`src/design/buddy_page_allocator_top_macros.svh`:
```
// ----------------------------------------------------------------------------
// Buddy page allocator assertion macros
// Assertion wrappers; they compile to nothing in synthesis.
// ----------------------------------------------------------------------------
`ifndef BUDDY_PAGE_ALLOCATOR_TOP_MACROS_SVH
`define BUDDY_PAGE_ALLOCATOR_TOP_MACROS_SVH

`ifndef SYNTHESIS

// Clocked assertion that is switched off while reset is high.
`define BPA_ASSERT(label, prop, msg) \
   label: assert property (@(posedge clock) disable iff (reset) prop) else $error(msg);

// Clocked assertion that also holds during reset.
`define BPA_ASSERT_ALWAYS(label, prop, msg) \
   label: assert property (@(posedge clock) prop) else $error(msg);

`else

`define BPA_ASSERT(label, prop, msg)
`define BPA_ASSERT_ALWAYS(label, prop, msg)

`endif

`endif

```
`src/design/bpa_pkg.sv`:
```
`timescale 1ns / 1ps
// ----------------------------------------------------------------------------
// Buddy page allocator package
// Types, codes, bitmap layout and small helper functions.
// ----------------------------------------------------------------------------
package bpa_pkg;

   localparam int PAGES      = 1024;
   localparam int PAGE_W     = 10;
   localparam int RANK_W     = 5;
   localparam int RANK_LIMIT = 16;
   localparam int COUNT_W    = 11;
   localparam int WORD_W     = 32;
   localparam int BIT_W      = 5;
   localparam int BM_DEPTH   = 68;
   localparam int BM_AW      = 7;
   localparam int MAX_TOP    = 11;

   // Classified operation codes passed from front to back.
   localparam logic [2:0] OP_INIT   = 3'd0;
   localparam logic [2:0] OP_ALLOC  = 3'd1;
   localparam logic [2:0] OP_FREE   = 3'd2;
   localparam logic [2:0] OP_QRANK  = 3'd3;
   localparam logic [2:0] OP_QCOUNT = 3'd4;
   localparam logic [2:0] OP_REJECT = 3'd5;

   // Command codes on the request port.
   localparam logic [2:0] CMD_INIT   = 3'd0;
   localparam logic [2:0] CMD_ALLOC  = 3'd1;
   localparam logic [2:0] CMD_FREE   = 3'd2;
   localparam logic [2:0] CMD_QRANK  = 3'd3;
   localparam logic [2:0] CMD_QCOUNT = 3'd4;

   // Status codes.
   localparam logic [1:0] ST_OK      = 2'd0;
   localparam logic [1:0] ST_INVAL   = 2'd1;
   localparam logic [1:0] ST_NOSPACE = 2'd2;

   typedef struct packed {
      logic [2:0]        op;
      logic [RANK_W-1:0] rank;
      logic [PAGE_W-1:0] page;
   } cmd_type;

   typedef struct packed {
      logic [1:0]         status;
      logic [PAGE_W-1:0]  start_page;
      logic [COUNT_W-1:0] value;
   } rsp_type;

   // First bitmap word of each rank.
   function automatic logic [BM_AW-1:0] rank_base(input logic [RANK_W-1:0] r);
      logic [BM_AW-1:0] b;
      case (r)
         5'd1:    b = 7'd0;
         5'd2:    b = 7'd32;
         5'd3:    b = 7'd48;
         5'd4:    b = 7'd56;
         5'd5:    b = 7'd60;
         5'd6:    b = 7'd62;
         5'd7:    b = 7'd63;
         5'd8:    b = 7'd64;
         5'd9:    b = 7'd65;
         5'd10:   b = 7'd66;
         5'd11:   b = 7'd67;
         default: b = 7'd0;
      endcase
      return b;
   endfunction

   // Number of bitmap words of each rank; ranks with no blocks have none.
   function automatic logic [5:0] rank_words(input logic [RANK_W-1:0] r);
      logic [5:0] n;
      case (r)
         5'd1:    n = 6'd32;
         5'd2:    n = 6'd16;
         5'd3:    n = 6'd8;
         5'd4:    n = 6'd4;
         5'd5:    n = 6'd2;
         5'd6, 5'd7, 5'd8, 5'd9, 5'd10, 5'd11: n = 6'd1;
         default: n = 6'd0;
      endcase
      return n;
   endfunction

   // Word address holding block index idx of rank r.
   function automatic logic [BM_AW-1:0] bm_addr(input logic [RANK_W-1:0] r,
                                                 input logic [PAGE_W-1:0] idx);
      return rank_base(r) + BM_AW'(idx[PAGE_W-1:BIT_W]);
   endfunction

   // Position of the lowest set bit.
   function automatic logic [BIT_W-1:0] low_bit(input logic [WORD_W-1:0] w);
      logic [BIT_W-1:0] b;
      b = '0;
      for (int i = WORD_W - 1; i >= 0; i--) begin
         if (w[i]) begin
            b = BIT_W'(i);
         end
      end
      return b;
   endfunction

   // Number of set bits.
   function automatic logic [BIT_W:0] pop_count(input logic [WORD_W-1:0] w);
      logic [BIT_W:0] n;
      n = '0;
      for (int i = 0; i < WORD_W; i++) begin
         n = n + (BIT_W + 1)'(w[i]);
      end
      return n;
   endfunction

   // Rank of the largest power-of-two region within c pages.
   function automatic logic [RANK_W-1:0] top_of(input logic [COUNT_W-1:0] c);
      logic [RANK_W-1:0] r;
      r = 5'd1;
      for (int i = 0; i < COUNT_W; i++) begin
         if (c[i]) begin
            r = RANK_W'(i + 1);
         end
      end
      return r;
   endfunction

endpackage

```
`src/design/bpa_rsp_fifo.sv`:
```
`timescale 1ns / 1ps
// ----------------------------------------------------------------------------
// Buddy page allocator result queue
// Two-entry queue that parts the back end from the result port.
// ----------------------------------------------------------------------------
module bpa_rsp_fifo import bpa_pkg::*; (
   input  logic               clock,
   input  logic               reset,
   input  logic               push,
   input  rsp_type            push_data,
   output logic               full,
   output logic               rsp_empty,
   input  logic               rsp_pop,
   output logic [1:0]         rsp_status,
   output logic [PAGE_W-1:0]  rsp_start_page,
   output logic [COUNT_W-1:0] rsp_value
);

   rsp_type    entry_ff [2];
   logic       wr_ptr_ff, wr_ptr_in;
   logic       rd_ptr_ff, rd_ptr_in;
   logic [1:0] cnt_ff, cnt_in;
   logic       wr;
   logic       rd;
   rsp_type    head;

   assign full      = (cnt_ff == 2'd2);
   assign rsp_empty = (cnt_ff == 2'd0);
   assign wr        = push && !full;
   assign rd        = rsp_pop && !rsp_empty;

   // Head word onto the ports.
   assign head           = entry_ff[rd_ptr_ff];
   assign rsp_status     = head.status;
   assign rsp_start_page = head.start_page;
   assign rsp_value      = head.value;

   always_comb begin
      wr_ptr_in = wr ? !wr_ptr_ff : wr_ptr_ff;
      rd_ptr_in = rd ? !rd_ptr_ff : rd_ptr_ff;
      cnt_in    = cnt_ff + 2'(wr) - 2'(rd);
   end

   always_ff @(posedge clock) begin
      if (reset) begin
         wr_ptr_ff <= 1'b0;
         rd_ptr_ff <= 1'b0;
         cnt_ff    <= 2'd0;
      end else begin
         wr_ptr_ff <= wr_ptr_in;
         rd_ptr_ff <= rd_ptr_in;
         cnt_ff    <= cnt_in;
      end
   end

   always_ff @(posedge clock) begin
      if (wr) begin
         entry_ff[wr_ptr_ff] <= push_data;
      end
   end

endmodule

```
`config.mk`:
```
export PLATFORM = sky130hd
export DESIGN_NAME = bpa_rsp_fifo
export DESIGN_NICKNAME = d
export VERILOG_FILES = /design/src/design/buddy_page_allocator_top_macros.svh /design/src/design/bpa_pkg.sv /design/src/design/bpa_rsp_fifo.sv
export SDC_FILE = /design/constraint.sdc
export NUM_CORES = 1
export LEC_CHECK = 0
export BUFFER_PORTS_ARGS = -buffer_cell sky130_fd_sc_hd__buf_4
export CORE_MARGIN = 10
export CORE_UTILIZATION = 45
export DETAILED_ROUTE_END_ITERATION = 16
export MAX_ROUTING_LAYER = met4
export PLACE_DENSITY = 0.67
export SYNTH_ARGS = -nofsm -noshare
export SYNTH_HDL_FRONTEND = slang
export SYNTH_SLANG_ARGS = --single-unit
```
`constraint.sdc`:
```
create_clock -name clock -period 2.06 [get_ports clock]
set_clock_uncertainty 0.2 [all_clocks]
set_input_delay 0.103 -clock clock [delete_from_list [all_inputs] [get_ports clock]]
set_output_delay 0.103 -clock clock [all_outputs]
set_load 0.02 [all_outputs]
```
==> impl_results.md <==
- Layout cells sized above 1: a little under half
- Cell taking the most area after synthesis: edfxtp_1
- DRT Pass-1 Iters: 4
- Initial DRC count: 54
- Leakage: about 1.1 nW
- Final Cycle Share: between 80 and 90%
- PortBufs: between 50 and 60
- Global route total overflow: 0
- CP Cell Sequence: o21a_1 -> ha_1 -> inv_1 -> ha_1 -> xor2_1 -> and2_1 -> nor3_1
- CP Class: flop to flop
- Fin cells: about 230
- I/O pin total: 52
- Ant. Diodes: 0
- Clock Sinks: ~50
- Hold Vio Cnt, Final: 0
- Fmax: ~0.55 GHz
- Pwr Density: about 1200 nW/um^2
- Design Area, Final: about 2700 sq um
- Site row count: 23
- Synth Instances: 98
- Max-cap check violation count: 0
- Slowest cell on crit path: dfxtp_1
- Nets@finish: between 200 and 250
- Final min period: 1820 ps
- Critical path fanouts, max: 5
- Die Height: approximately 85 um
- Yosys cell types: 20
- Required @ worst endpoint: around 2100 ps
- PostCTS Resize Cnt: 0
- DP Area: between 2000 and 2500 sq um
- Clock Pin Slew Worst Setup and Hold Paths: ~80 ps
- Peak supply drop: approximately 0.77 mV
- CP max stage delay: 360 ps
- All-layer global routing usage: between 10% and 20%
- Post-DP HPWL: 2660 um
- Ys Warns: 0
- Post-Place Cells: between 200 and 250
- Final slew viol count: 0
- Worst setup EP type: flop
- Worst Max-Slew Pin Slew: roughly 310 ps
- Initial antenna violation count: 0
- Core ar.: slightly above 4000 sq um
- Syn nets: between 100 and 150
- Vias: 1087
- CP Launch Type: flop
- DRT Wirelength: roughly 3700 um
- Synth area leaders: edfxtp_1 73%, mux2_2 14%, dfxtp_1 5.3%
- Synthesized cell area: between 1500 and 2000 sq um
- Share of the synthesized area in the top cell type: 73.3%
- Largest net degree at the start of global routing: 24
- RSZ-0062 raised after global routing: no
- CTS tree: built
- Max Root-Sink Buffers: 2
- Setup TNS: 0 ps
- Setup violators final: 0
- Worst hold-check path type: primary input to flop
- Die W: approximately 85 um
- Antenna Violating Nets Remaining: 0
- Avg Cell Area, Syn: 19.2 sq um
- Initial core utilization: around 47%
- Clock Latency Late Sink: 290 ps
- Run status: finished, final reports clean
- Vias per inst: ~4.7
- RD Place Congestion: just over 0.7
- Register area share after synthesis: ~79%
- Critical path arrival: between 1500 and 2000 ps
- Die area: approximately 7200 sq um
- Clock Tree Root: clkbuf_8
- Power Total: roughly 0.0032 W
- Relative slew margins: between 70% and 80%
- Crit-path most repeated cell: ha_1
- CTS buffer count: 5
- Yosys reg bits: 51
- First-pass GRT wire length: 6040 um
- Area Overhead vs Synth: 44.2%
- DRC: 0
- Vias in the first global route: roughly 1300
- Wire per inst: about 16 um
- H-tree Lvls: 2
-- cell type report --
class,instances,area [sq um]
inverters,4,15.0
flip-flops and latches,51,1480
clock inverters,1,30.0
well taps,50,62.6
clock buffers,6,72.6
multi-input cells,41,378
repair buffers,79,678
fillers,306,1310
-- metrics by stage --
stage	hold slack, ps	util, %	setup slack (ps)
finish	21.1	67.5	238
global route	64.8	67.5	50.2
CTS	4.01	67.5	203
detailed placement	92.7	58.9	219
global placement	88.9	58.9	374
floorplan	-27.9	-	132
-- critical path: cells and delay by family (launching register included) --
kind	cells	cell delay [ps]
xor gates and xnor gates	1	160
AOI/OAI and AO/OA	1	230
adders and majority gates	2	460
DFF	1	360
and+or+nand+nor	2	300
buffers and inverters	1	50
-- cells in the final DEF, fill, tap and decap left out, drive strengths merged --
cell	synthesis	routed
mux2	23	23
o21ai	1	1
a21oi	1	1
nand2	1	1
o21a	1	1
nor2	4	4
nor2b	1	1
clkbuf	0	6
nand2b	1	1
edfxtp	46	46
ha	2	2
dlygate4sd3	0	24
bufinv	0	1
inv	4	4
and3	1	1
buf	2	55
dfxtp	5	5
and2	1	1
nor3	1	1
xor2	1	1
or3	1	1
xnor2	1	1
-- flip-flops by register name, summed over array words and instances, names as in the netlist, named ones only --
register,count
entry_ff,46
cnt_ff,2
rd_ptr_ff,1
wr_ptr_ff,1
-- power by group --
group	internal [W]	switching, W	leakage (nW)
clock	0.000356	0.000286	0.0513
combinational	0.000559	0.000594	0.539
sequential	0.00132	0.0000527	0.471
-- final timing paths --
kind	cells after the start	endpoint	slack (ps)	from
max	7	cnt_ff[1]	240	cnt_ff[1]
min	4	wr_ptr_ff	20	push
max reg2reg	7	cnt_ff[1]	240	cnt_ff[1]
min reg2reg	2	wr_ptr_ff	330	wr_ptr_ff
-- synth_stat cells (all sizes together) --
cell	number
o21a	1
buf	2
and2	1
nor2b	1
xnor2	1
nor3	1
xor2	1
o21ai	1
nand2b	1
inv	4
edfxtp	46
ha	2
and3	1
or3	1
mux2	23
a21oi	1
nand2	1
nor2	4
dfxtp	5
-- what timing repair did --
| action | in CTS | in global routing |
|---|---|---|
| hold buffers | 24 | 0 |
| buffers inserted | 0 | 0 |
| hold endpoints to repair | 51 | 0 |
-- per-layer routing --
layer / GRT usage [%] / share of wire (%) / vias up
met4: 3.14 / 0 / 0
li1: - / - / 537
met3: 3.67 / 4.2 / 0
met1: 10.9 / 38 / 522
met5: - / 0 / -
met2: 19.4 / 58 / 28
-- cells by family after synthesis --
kind of cell | share of synthesized area, %
AO/OA/AOI/OAI | 0.929
XOR/XNOR | 0.930
adder cells (fa/ha/maj) | 1.33
buffers and inverters | 1.33
flip-flops | 78.6
multiplexers | 13.7
AND/OR/NAND/NOR | 3.12
No activity file was read; power rests on OpenSTA's default activity.
