**src/design/buddy_page_allocator_top_macros.svh**
```systemverilog
// ----------------------------------------------------------------------------
// Buddy page allocator assertion macros
// Assertion wrappers; they compile to nothing in synthesis.
// ----------------------------------------------------------------------------
`ifndef BUDDY_PAGE_ALLOCATOR_TOP_MACROS_SVH
`define BUDDY_PAGE_ALLOCATOR_TOP_MACROS_SVH

`ifndef SYNTHESIS

// Clocked assertion that is switched off while reset is high.
`define BPA_ASSERT(label, prop, msg) \
   label: assert property (@(posedge clock) disable iff (reset) prop) else $error(msg);

// Clocked assertion that also holds during reset.
`define BPA_ASSERT_ALWAYS(label, prop, msg) \
   label: assert property (@(posedge clock) prop) else $error(msg);

`else

`define BPA_ASSERT(label, prop, msg)
`define BPA_ASSERT_ALWAYS(label, prop, msg)

`endif

`endif

```
**src/design/bpa_pkg.sv**
```systemverilog
`timescale 1ns / 1ps
// ----------------------------------------------------------------------------
// Buddy page allocator package
// Types, codes, bitmap layout and small helper functions.
// ----------------------------------------------------------------------------
package bpa_pkg;

   localparam int PAGES      = 1024;
   localparam int PAGE_W     = 10;
   localparam int RANK_W     = 5;
   localparam int RANK_LIMIT = 16;
   localparam int COUNT_W    = 11;
   localparam int WORD_W     = 32;
   localparam int BIT_W      = 5;
   localparam int BM_DEPTH   = 68;
   localparam int BM_AW      = 7;
   localparam int MAX_TOP    = 11;

   // Classified operation codes passed from front to back.
   localparam logic [2:0] OP_INIT   = 3'd0;
   localparam logic [2:0] OP_ALLOC  = 3'd1;
   localparam logic [2:0] OP_FREE   = 3'd2;
   localparam logic [2:0] OP_QRANK  = 3'd3;
   localparam logic [2:0] OP_QCOUNT = 3'd4;
   localparam logic [2:0] OP_REJECT = 3'd5;

   // Command codes on the request port.
   localparam logic [2:0] CMD_INIT   = 3'd0;
   localparam logic [2:0] CMD_ALLOC  = 3'd1;
   localparam logic [2:0] CMD_FREE   = 3'd2;
   localparam logic [2:0] CMD_QRANK  = 3'd3;
   localparam logic [2:0] CMD_QCOUNT = 3'd4;

   // Status codes.
   localparam logic [1:0] ST_OK      = 2'd0;
   localparam logic [1:0] ST_INVAL   = 2'd1;
   localparam logic [1:0] ST_NOSPACE = 2'd2;

   typedef struct packed {
      logic [2:0]        op;
      logic [RANK_W-1:0] rank;
      logic [PAGE_W-1:0] page;
   } cmd_type;

   typedef struct packed {
      logic [1:0]         status;
      logic [PAGE_W-1:0]  start_page;
      logic [COUNT_W-1:0] value;
   } rsp_type;

   // First bitmap word of each rank.
   function automatic logic [BM_AW-1:0] rank_base(input logic [RANK_W-1:0] r);
      logic [BM_AW-1:0] b;
      case (r)
         5'd1:    b = 7'd0;
         5'd2:    b = 7'd32;
         5'd3:    b = 7'd48;
         5'd4:    b = 7'd56;
         5'd5:    b = 7'd60;
         5'd6:    b = 7'd62;
         5'd7:    b = 7'd63;
         5'd8:    b = 7'd64;
         5'd9:    b = 7'd65;
         5'd10:   b = 7'd66;
         5'd11:   b = 7'd67;
         default: b = 7'd0;
      endcase
      return b;
   endfunction

   // Number of bitmap words of each rank; ranks with no blocks have none.
   function automatic logic [5:0] rank_words(input logic [RANK_W-1:0] r);
      logic [5:0] n;
      case (r)
         5'd1:    n = 6'd32;
         5'd2:    n = 6'd16;
         5'd3:    n = 6'd8;
         5'd4:    n = 6'd4;
         5'd5:    n = 6'd2;
         5'd6, 5'd7, 5'd8, 5'd9, 5'd10, 5'd11: n = 6'd1;
         default: n = 6'd0;
      endcase
      return n;
   endfunction

   // Word address holding block index idx of rank r.
   function automatic logic [BM_AW-1:0] bm_addr(input logic [RANK_W-1:0] r,
                                                 input logic [PAGE_W-1:0] idx);
      return rank_base(r) + BM_AW'(idx[PAGE_W-1:BIT_W]);
   endfunction

   // Position of the lowest set bit.
   function automatic logic [BIT_W-1:0] low_bit(input logic [WORD_W-1:0] w);
      logic [BIT_W-1:0] b;
      b = '0;
      for (int i = WORD_W - 1; i >= 0; i--) begin
         if (w[i]) begin
            b = BIT_W'(i);
         end
      end
      return b;
   endfunction

   // Number of set bits.
   function automatic logic [BIT_W:0] pop_count(input logic [WORD_W-1:0] w);
      logic [BIT_W:0] n;
      n = '0;
      for (int i = 0; i < WORD_W; i++) begin
         n = n + (BIT_W + 1)'(w[i]);
      end
      return n;
   endfunction

   // Rank of the largest power-of-two region within c pages.
   function automatic logic [RANK_W-1:0] top_of(input logic [COUNT_W-1:0] c);
      logic [RANK_W-1:0] r;
      r = 5'd1;
      for (int i = 0; i < COUNT_W; i++) begin
         if (c[i]) begin
            r = RANK_W'(i + 1);
         end
      end
      return r;
   endfunction

endpackage

```
**src/design/bpa_front.sv**
```systemverilog
`timescale 1ns / 1ps
// ----------------------------------------------------------------------------
// Buddy page allocator front end
// Accepts request words, classifies them and holds them in a short queue.
// ----------------------------------------------------------------------------
module bpa_front import bpa_pkg::*; (
   input  logic              clock,
   input  logic              reset,
   input  logic              req_push,
   output logic              req_full,
   input  logic [2:0]        req_command,
   input  logic [RANK_W-1:0] req_rank,
   input  logic [PAGE_W-1:0] req_page,
   output logic              cmd_valid,
   output cmd_type           cmd_data,
   input  logic              cmd_pop
);

   cmd_type    entry_ff [2];
   logic       wr_ptr_ff, wr_ptr_in;
   logic       rd_ptr_ff, rd_ptr_in;
   logic [1:0] cnt_ff, cnt_in;
   logic       push;
   logic       rank_ok;
   cmd_type    cls;

   // Classify the command; argument errors that need no state are settled here.
   always_comb begin
      rank_ok  = (req_rank >= 5'd1) && (req_rank <= RANK_W'(RANK_LIMIT));
      cls.rank = req_rank;
      cls.page = req_page;
      case (req_command)
         CMD_INIT:   cls.op = OP_INIT;
         CMD_ALLOC:  cls.op = rank_ok ? OP_ALLOC : OP_REJECT;
         CMD_FREE:   cls.op = OP_FREE;
         CMD_QRANK:  cls.op = OP_QRANK;
         CMD_QCOUNT: cls.op = rank_ok ? OP_QCOUNT : OP_REJECT;
         default:    cls.op = OP_REJECT;
      endcase
   end

   // Queue pointers and fill count.
   assign req_full  = (cnt_ff == 2'd2);
   assign push      = req_push && !req_full;
   assign cmd_valid = (cnt_ff != 2'd0);
   assign cmd_data  = entry_ff[rd_ptr_ff];

   always_comb begin
      wr_ptr_in = push ? !wr_ptr_ff : wr_ptr_ff;
      rd_ptr_in = cmd_pop ? !rd_ptr_ff : rd_ptr_ff;
      cnt_in    = cnt_ff + 2'(push) - 2'(cmd_pop);
   end

   always_ff @(posedge clock) begin
      if (reset) begin
         wr_ptr_ff <= 1'b0;
         rd_ptr_ff <= 1'b0;
         cnt_ff    <= 2'd0;
      end else begin
         wr_ptr_ff <= wr_ptr_in;
         rd_ptr_ff <= rd_ptr_in;
         cnt_ff    <= cnt_in;
      end
   end

   // Queue storage.
   always_ff @(posedge clock) begin
      if (push) begin
         entry_ff[wr_ptr_ff] <= cls;
      end
   end

endmodule

```
**config.mk**
```make
export PLATFORM = sky130hd
export DESIGN_NAME = bpa_front
export DESIGN_NICKNAME = d
export VERILOG_FILES = /design/src/design/buddy_page_allocator_top_macros.svh /design/src/design/bpa_pkg.sv /design/src/design/bpa_front.sv
export SDC_FILE = /design/constraint.sdc
export NUM_CORES = 1
export LEC_CHECK = 0
export BUFFER_PORTS_ARGS = -buffer_cell sky130_fd_sc_hd__buf_2
export CORE_MARGIN = 1
export CORE_UTILIZATION = 50
export CTS_CLUSTER_DIAMETER = 40
export DETAILED_ROUTE_END_ITERATION = 16
export GPL_TIMING_DRIVEN = 0
export PLACE_DENSITY = 0.85
export SLEW_MARGIN = 10
export SYNTH_ARGS = -nofsm -noshare
export SYNTH_HDL_FRONTEND = slang
export SYNTH_SLANG_ARGS = --single-unit
```
**constraint.sdc**
```tcl
create_clock -name clock -period 3.5 [get_ports clock]
set_input_delay 0.525 -clock clock [delete_from_list [all_inputs] [get_ports clock]]
set_output_delay 0.525 -clock clock [all_outputs]
set_load 0.02 [all_outputs]
```
==> run summary, run 1 <==
Worst R2R Setup Slack: 1.71 ns
IO Port Bufs: 41
Required arrival time at the worst endpoint: 2.97 ns
Fraction of final layout cells with drive strength greater than 1: 0.518
H-tree depth reported by CTS: 2
Number of global-route vias before repair: 926
Post-Synthesis Cell Area: 1600 µm²
Static leakage: 0.758 nW
Y dimension of the die: 58.5 µm
XOR/XNOR Fraction of Synth Area: 0.0165
Detail-routed net length per standard cell: 13.6 µm
Share of the cycle needed by the critical path after routing: 0.606
Leading cell type in the layout, fill and taps excluded: buf_2
Worst hold path depth: 1
Final-report setup violation count: 0
Total clock buffers created by CTS: 5
Top delay family on crit path: buffers and inverters
Chip Width: 58.5 µm
Worst Hold Path EP: entry_ff[0][9]$_DFFE_PP_
Net total in the final layout: 164
Post-synth top area share: 0.677
Leading post-synthesis cells by cell area: edfxtp_1 68%, mux2_2 13%, dfxtp_1 6.3%
Via total after detailed routing: 891
Unrepaired setup endpoints after global routing: false
Slowest cell on crit path: mux2_2
Number of ports placed on the die boundary: 42
Flop and latch count out of synthesis: 41
CP Cell Sequence: buf_2, buf_4, mux2_2, buf_2
Power dissipated by switching net loads: 278 µW
Number of endpoints with negative hold slack in the final report: 0
Clock latency at the later pin of the worst-skew pair: 0.33 ns
Net Count, Synth: 116
Simple-gate share of the synthesized area: 0.0697
First-pass GRT wire length: 4.06 mm
Clock Sink Count: 41
Fraction of the mapped netlist area in adder cells: 0.0157
FILL cells: 257
Pre-antenna DRT Iters: 3
Number of buffer and inverter stages on the critical path: 3
Int Pwr: 750 µW
Post-route minimum period: 2.12 ns
Startpoint of the tightest hold check path: req_page[9]
Share of cell area taken by muxes after synthesis: 0.127
Slew at the pin closest to its max-slew limit: 0.855 ns
Share of the yosys chip area belonging to registers: 0.740
Kind of launch point of the worst setup path: flip-flop
HP Class: in2reg
Cell taking the most area after synthesis: edfxtp_1
Worst path arrival time: 1.60 ns
Maximum number of pins on one net before global-route repair: 19
Core Box Area: 3050 µm²
Clock tree from TritonCTS: done
Antenna cells: 0
CP dominant cell by count: buf_2
Sequential cell area: 1180 µm²
Global routing usage summed across all routing layers: 0.169
Number of warnings reported in the yosys synthesis log: 0
Share of the synthesized area in compound gates (AO/OA/AOI/OAI): 0.0118
Max IR drop VDD: 0.300 mV
Main combinational cell family by area after synthesis: multiplexers
Total setup buffers inserted after CTS: 0
Routability congestion estimate: 0.770
Number of distinct library cells after synthesis: 25
Largest buffer count on any clock path: 2
Run status: finished clean
Combinational share of power: 0.204
Placed instance count: 177
Post-CTS sizing: 0
Post-route insts no fill: 185
Max FO, Critical Path: 10
Number of max-capacitance violations reported: 0
Clock root buffer: clkbuf_4
Worst setup path class: reg2out
Element type at the critical path end: primary output
Instance count of the mapped netlist: 92
Site row count: 20
Die Footprint: 3420 µm²
Clock Pin Slew Worst Setup and Hold Paths: 0.12 ns
Total grt overflow: 0
Capturing point of the worst reg2reg path: entry_ff[0][16]$_DFFE_PP_
Clock network fraction of total power: 0.209
Worst reg-to-reg path cell count: 4
Source of the worst register-to-register timing path: cnt_ff[0]$_SDFF_PP0_
Via density: 4.82
Initial standard-cell utilization of the core: 0.523
Count of final max-slew check failures: 0
Sequential Power Share: 0.587
Average cell area after synthesis: 17.4 µm²
Post-Route Skew: 0.0107 ns
Worst hold slack after final layout: 0.376 ns
Post-Route WL: 2.52 mm
PwrDens: 538 nW/µm²
Largest incremental delay on the critical path: 0.35 ns
Max frequency: 471 MHz
Number of hold buffers added after CTS: 0
Number of antenna-violating nets in the routed design: 0
Remaining design rule violation count: 0
Area of the multi-input gates: 384 µm²
Layout-stage area growth over the synthesis result: 19.5%
Setup TNS after final layout: 0 ns
Sum of net half-perimeters after detailed placement: 1.75 mm
Max-slew headroom: 0.430
Net switching fraction of the power: 0.270
Number of antenna violations at the first check in global routing: 0
Commonest cells after routing, fill and taps aside: 42 x buf_2, 36 x edfxtp_1, 18 x mux2_2
Number of DRC markers in iteration 0: 9
[how the worst max path moves through the flow]
stage | from | to | slack [ns] | cells after the start
finish | flip-flop | cmd_data[14] | 1.38 | 4
global placement | req_push | entry_ff[0][9]$_DFFE_PP_ | 1.56 | 4
CTS | flip-flop | cmd_data[14] | 1.33 | 4
detailed placement | req_push | entry_ff[0][9]$_DFFE_PP_ | 1.52 | 4
floorplan | req_push | entry_ff[0][0]$_DFFE_PP_ | 1.84 | 3
global route | flip-flop | cmd_data[13] | 1.25 | 4
[power groups by stage]
stage	combinational [mW]	sequential (mW)	clock [mW]
final	0.210	0.603	0.215
after global routing	0.229	0.608	0.252
after CTS	0.214	0.603	0.223
after detailed placement	0.213	0.615	0
after global placement	0.204	0.611	0
after floorplan	0.144	0.609	0
[cell type report]
| class | count | area share |
|---|---|---|
| clock inverters | 2 | 0.00525 |
| repair buffers | 41 | 0.108 |
| multi-input cells | 44 | 0.201 |
| clock buffers | 6 | 0.0216 |
| inverters | 5 | 0.00984 |
| flip-flops and latches | 41 | 0.619 |
| plain buffers | 2 | 0.00656 |
| well taps | 44 | 0.0289 |
[worst reg2reg max path, cell delays in order, from the launching register on]
cell      delay, ns
dfxtp_1        0.36
nand2b_2       0.16
inv_2          0.05
or3_1          0.32
inv_1          0.54
[cell families after synthesis]
kind of cell,Yosys count
AO/OA/AOI/OAI,3
XOR/XNOR,3
adder cells (fa/ha/maj),2
buffers and inverters,7
flip-flops,41
multiplexers,18
AND/OR/NAND/NOR,18
[through the flow]
stage | power (mW) | util | worst slack (ns) | cell area [µm²]
after floorplan | 0.753 | - | 1.84 | 1600
after global placement | 0.815 | 0.608 | 1.56 | 1860
after detailed placement | 0.828 | 0.608 | 1.52 | 1860
after CTS | 1.04 | 0.625 | 1.33 | 1910
after global routing | 1.09 | 0.625 | 1.25 | 1910
final | 1.03 | 0.625 | 1.38 | 1910
[Yosys cell counts]
master    number
edfxtp_1      36
mux2_2        18
nor2_1         6
dfxtp_1        5
inv_1          4
ha_1           2
nor3_1         2
xor2_1         2
a21oi_1        1
a31o_1         1
and2_1         1
and3_1         1
and3_2         1
buf_2          1
buf_4          1
inv_2          1
nand2_1        1
nand2b_2       1
nor2b_1        1
nor4_1         1
nor4_4         1
o21ai_0        1
or2_2          1
or3_1          1
xnor2_1        1
[metal layers]
layer	track usage	wire, µm	vias to the layer above
met1	0.188	1080	416
met2	0.296	1290	36
met5	0	0	-
met3	0.0659	135	2
met4	0.0612	13	0
li1	-	-	437
[state kept, by name, indices dropped and copies added (netlist names), named ones only]
name       cells
rd_ptr_ff      1
cnt_ff         2
wr_ptr_ff      1
entry_ff      36
(Power assumes the default switching activity.)
==> inputs of run 2 (changes only) <==
- ABC_AREA: unset -> 1
- clock period: 3.5 -> 2.2 ns (I/O delays scaled with it)
==> run summary, run 2 <==
Total grt overflow: 0 (unchanged)
Number of hold buffers added after CTS: 0 (unchanged)
Combinational share of power: 0.226 (+0.022)
Clock Pin Slew Worst Setup and Hold Paths: 0.11 ns (about the same)
Required arrival time at the worst endpoint: 1.87 ns (-1.10 ns)
Top register by number of flip-flops: entry_ff
Chip Width: 59.3 µm (+1.4%)
Element type at the critical path end: primary output
Net total in the final layout: 174 (+6.1%)
Number of antenna violations at the first check in global routing: 0 (unchanged)
Number of distinct library cells after synthesis: 16 (-36%)
Setup TNS after final layout: 0 ns (unchanged)
Leading post-synthesis cells by cell area: edfxtp_1 66%, mux2_4 9.1%, dfxtp_1 6.1%
Share of the yosys chip area belonging to registers: 0.720 (-0.0203)
Clock tree from TritonCTS: done
Number of global-route vias before repair: 893 (-3.6%)
Number of warnings reported in the yosys synthesis log: 0 (unchanged)
Core Box Area: 3080 µm² (+0.82%)
Number of flops mapped to enable cells by yosys: 36 (unchanged)
Worst setup path class: reg2out
Clock latency at the later pin of the worst-skew pair: 0.34 ns (about the same)
Kind of launch point of the worst setup path: flip-flop
Largest buffer count on any clock path: 2 (unchanged)
Y dimension of the die: 59.3 µm (+1.4%)
First-pass GRT wire length: 3.76 mm (-7.3%)
Instance count of the mapped netlist: 100 (+8.7%)
H-tree depth reported by CTS: 2 (unchanged)
Max IR drop VDD: 0.455 mV (+52%)
IO Port Bufs: 41 (unchanged)
Sequential Power Share: 0.574 (-0.013)
Max frequency: 561 MHz
Net Count, Synth: 124 (+6.9%)
Number of endpoints with negative hold slack in the final report: 0 (unchanged)
Int Pwr: 1.22 mW (+62%)
Share of the cycle needed by the critical path after routing: 0.810
PnR Total Power: 1.67 mW (+63%)
Ys flop type: edfxtp_1
Post-synth top area share: 0.659 (-0.0186)
Unrepaired setup endpoints after global routing: false
Top flop regs: entry_ff x36, cnt_ff x2
Post-route minimum period: 1.78 ns
Clock network fraction of total power: 0.200 (-0.009)
Pre-antenna DRT Iters: 4 (+1)
Final-report setup violation count: 0 (unchanged)
Synth top cells by count: 36 x edfxtp_1, 11 x nor2_1, 10 x mux2_4, 9 x inv_1
Static leakage: 0.826 nW (+8.9%)
Post-Route WL: 2.52 mm (-0.12%)
Most frequently used cell type in the post-synthesis netlist: edfxtp_1
Number of ports placed on the die boundary: 42 (unchanged)
Worst hold slack after final layout: 0.172 ns (-0.204 ns)
Max-slew headroom: 0.716 (+0.286)
Antenna cells: 0 (unchanged)
Layout-stage area growth over the synthesis result: 21.0%
Cell taking the most area after synthesis: edfxtp_1
Number of max-capacitance violations reported: 0 (unchanged)
Fraction of final layout cells with drive strength greater than 1: 0.483 (-0.0343)
Die Footprint: 3520 µm² (+2.7%)
Sum of net half-perimeters after detailed placement: 1.84 mm (+4.8%)
Post-route design area: 1990 µm² (+4.1%)
Flop and latch count out of synthesis: 41 (unchanged)
Post-CTS sizing: 0 (unchanged)
Worst path arrival time: 1.45 ns (-0.15 ns)
Power dissipated by switching net loads: 457 µW (+64%)
Post-route insts no fill: 195 (+5.4%)
Final critical-path setup slack: 0.418 ns (-0.959 ns)
Post-Synthesis Cell Area: 1640 µm² (+2.8%)
Placed instance area: 1940 µm² (+4.3%)
Leading cell type in the layout, fill and taps excluded: buf_2
Slew at the pin closest to its max-slew limit: 0.426 ns (-0.430 ns)
Detail-routed net length per standard cell: 12.9 µm (-5.2%)
PwrDens: 843 nW/µm² (+56%)
Final Core Density: 0.646 (+0.0205)
FILL cells: 254 (-1.2%)
Via density: 4.73 (-1.7%)
Via total after detailed routing: 923 (+3.6%)
HP Class: in2reg
Max FFs per register: 36 (unchanged)
Number of antenna-violating nets in the routed design: 0 (unchanged)
Placed instance count: 187 (+5.6%)
Clock root buffer: clkbuf_4
Total clock buffers created by CTS: 5 (unchanged)
Post-Route Skew: 0.00818 ns (-0.00254 ns)
Average cell area after synthesis: 16.4 µm² (-5.4%)
Clock Sink Count: 41 (unchanged)
Max FO, Critical Path: 10 (unchanged)
Remaining design rule violation count: 0 (unchanged)
Global routing usage summed across all routing layers: 0.159 (-0.00965)
Total setup buffers inserted after CTS: 0 (unchanged)
Ys async rst share: 0 (unchanged)
Site row count: 20 (unchanged)
Net switching fraction of the power: 0.273 (+0.00225)
Routability congestion estimate: 0.687 (-11%)
Maximum number of pins on one net before global-route repair: 14 (-5)
Run status: finished clean
Count of final max-slew check failures: 0 (unchanged)
Worst setup slack after placement: 0.632 ns (-0.889 ns)
Number of DRC markers in iteration 0: 30 (+21)
Initial standard-cell utilization of the core: 0.533 (+0.0104)
Commonest cells after routing, fill and taps aside: 41 x buf_2, 36 x edfxtp_1, 10 x mux2_4
==> run 2: final timing paths <==
kind / start / endpoint / slack (ns) / cells after the start
worst min register to register: rd_ptr_ff$_SDFFE_PP0P_ / flip-flop / 0.54 / 2
worst min-delay path: req_page[6] / entry_ff[0][6]$_DFFE_PP_ / 0.17 / 1
worst max-delay path: flip-flop / cmd_data[12] / 0.42 / 4
worst max register to register: cnt_ff[1]$_SDFF_PP0_ / cnt_ff[1]$_SDFF_PP0_ / 0.64 / 9
==> run 2: final cells by class <==
type | instances | area (µm²) | share of cell area
clock buffer | 5 | 37.5 | 0.0189
multi-input combinational | 48 | 400 | 0.202
clock inverter | 3 | 12.5 | 0.00630
timing repair buffer | 43 | 235 | 0.118
tap | 44 | 55.1 | 0.0277
buffer | 2 | 31.3 | 0.0157
sequential | 41 | 1180 | 0.594
inverter | 9 | 33.8 | 0.0170
==> run 2: per-layer routing <==
layer,global-route usage,part of all wire,up-vias
met5,0,0,-
met3,0.0480,0.054,8
met2,0.273,0.52,30
met1,0.166,0.40,431
li1,-,-,454
met4,0.112,0.021,0
==> run 2: worst max-delay path, stage by stage (launching register included) <==
cell     delay, ns
dfxtp_1       0.34
buf_6         0.15
buf_12        0.15
mux2_4        0.30
buf_2         0.16
==> run 2: power groups by stage <==
stage	Combinational (mW)	Sequential [mW]	Clock (mW)
5_1_grt	0.407	0.968	0.377
4_1_cts	0.386	0.963	0.345
2_1_floorplan	0.258	0.973	0
3_3_place_gp	0.349	0.976	0
6_report	0.379	0.961	0.335
3_5_place_dp	0.383	0.982	0
==> run 2: logic make-up after synthesis <==
| group | synth area share |
|---|---|
| muxes | 0.146 |
| and+or+nand+nor | 0.0633 |
| AOI/OAI and AO/OA | 0.00534 |
| buffers and inverters | 0.0396 |
| adders and majority gates | 0.0152 |
| DFF | 0.720 |
| xor gates and xnor gates | 0.0107 |
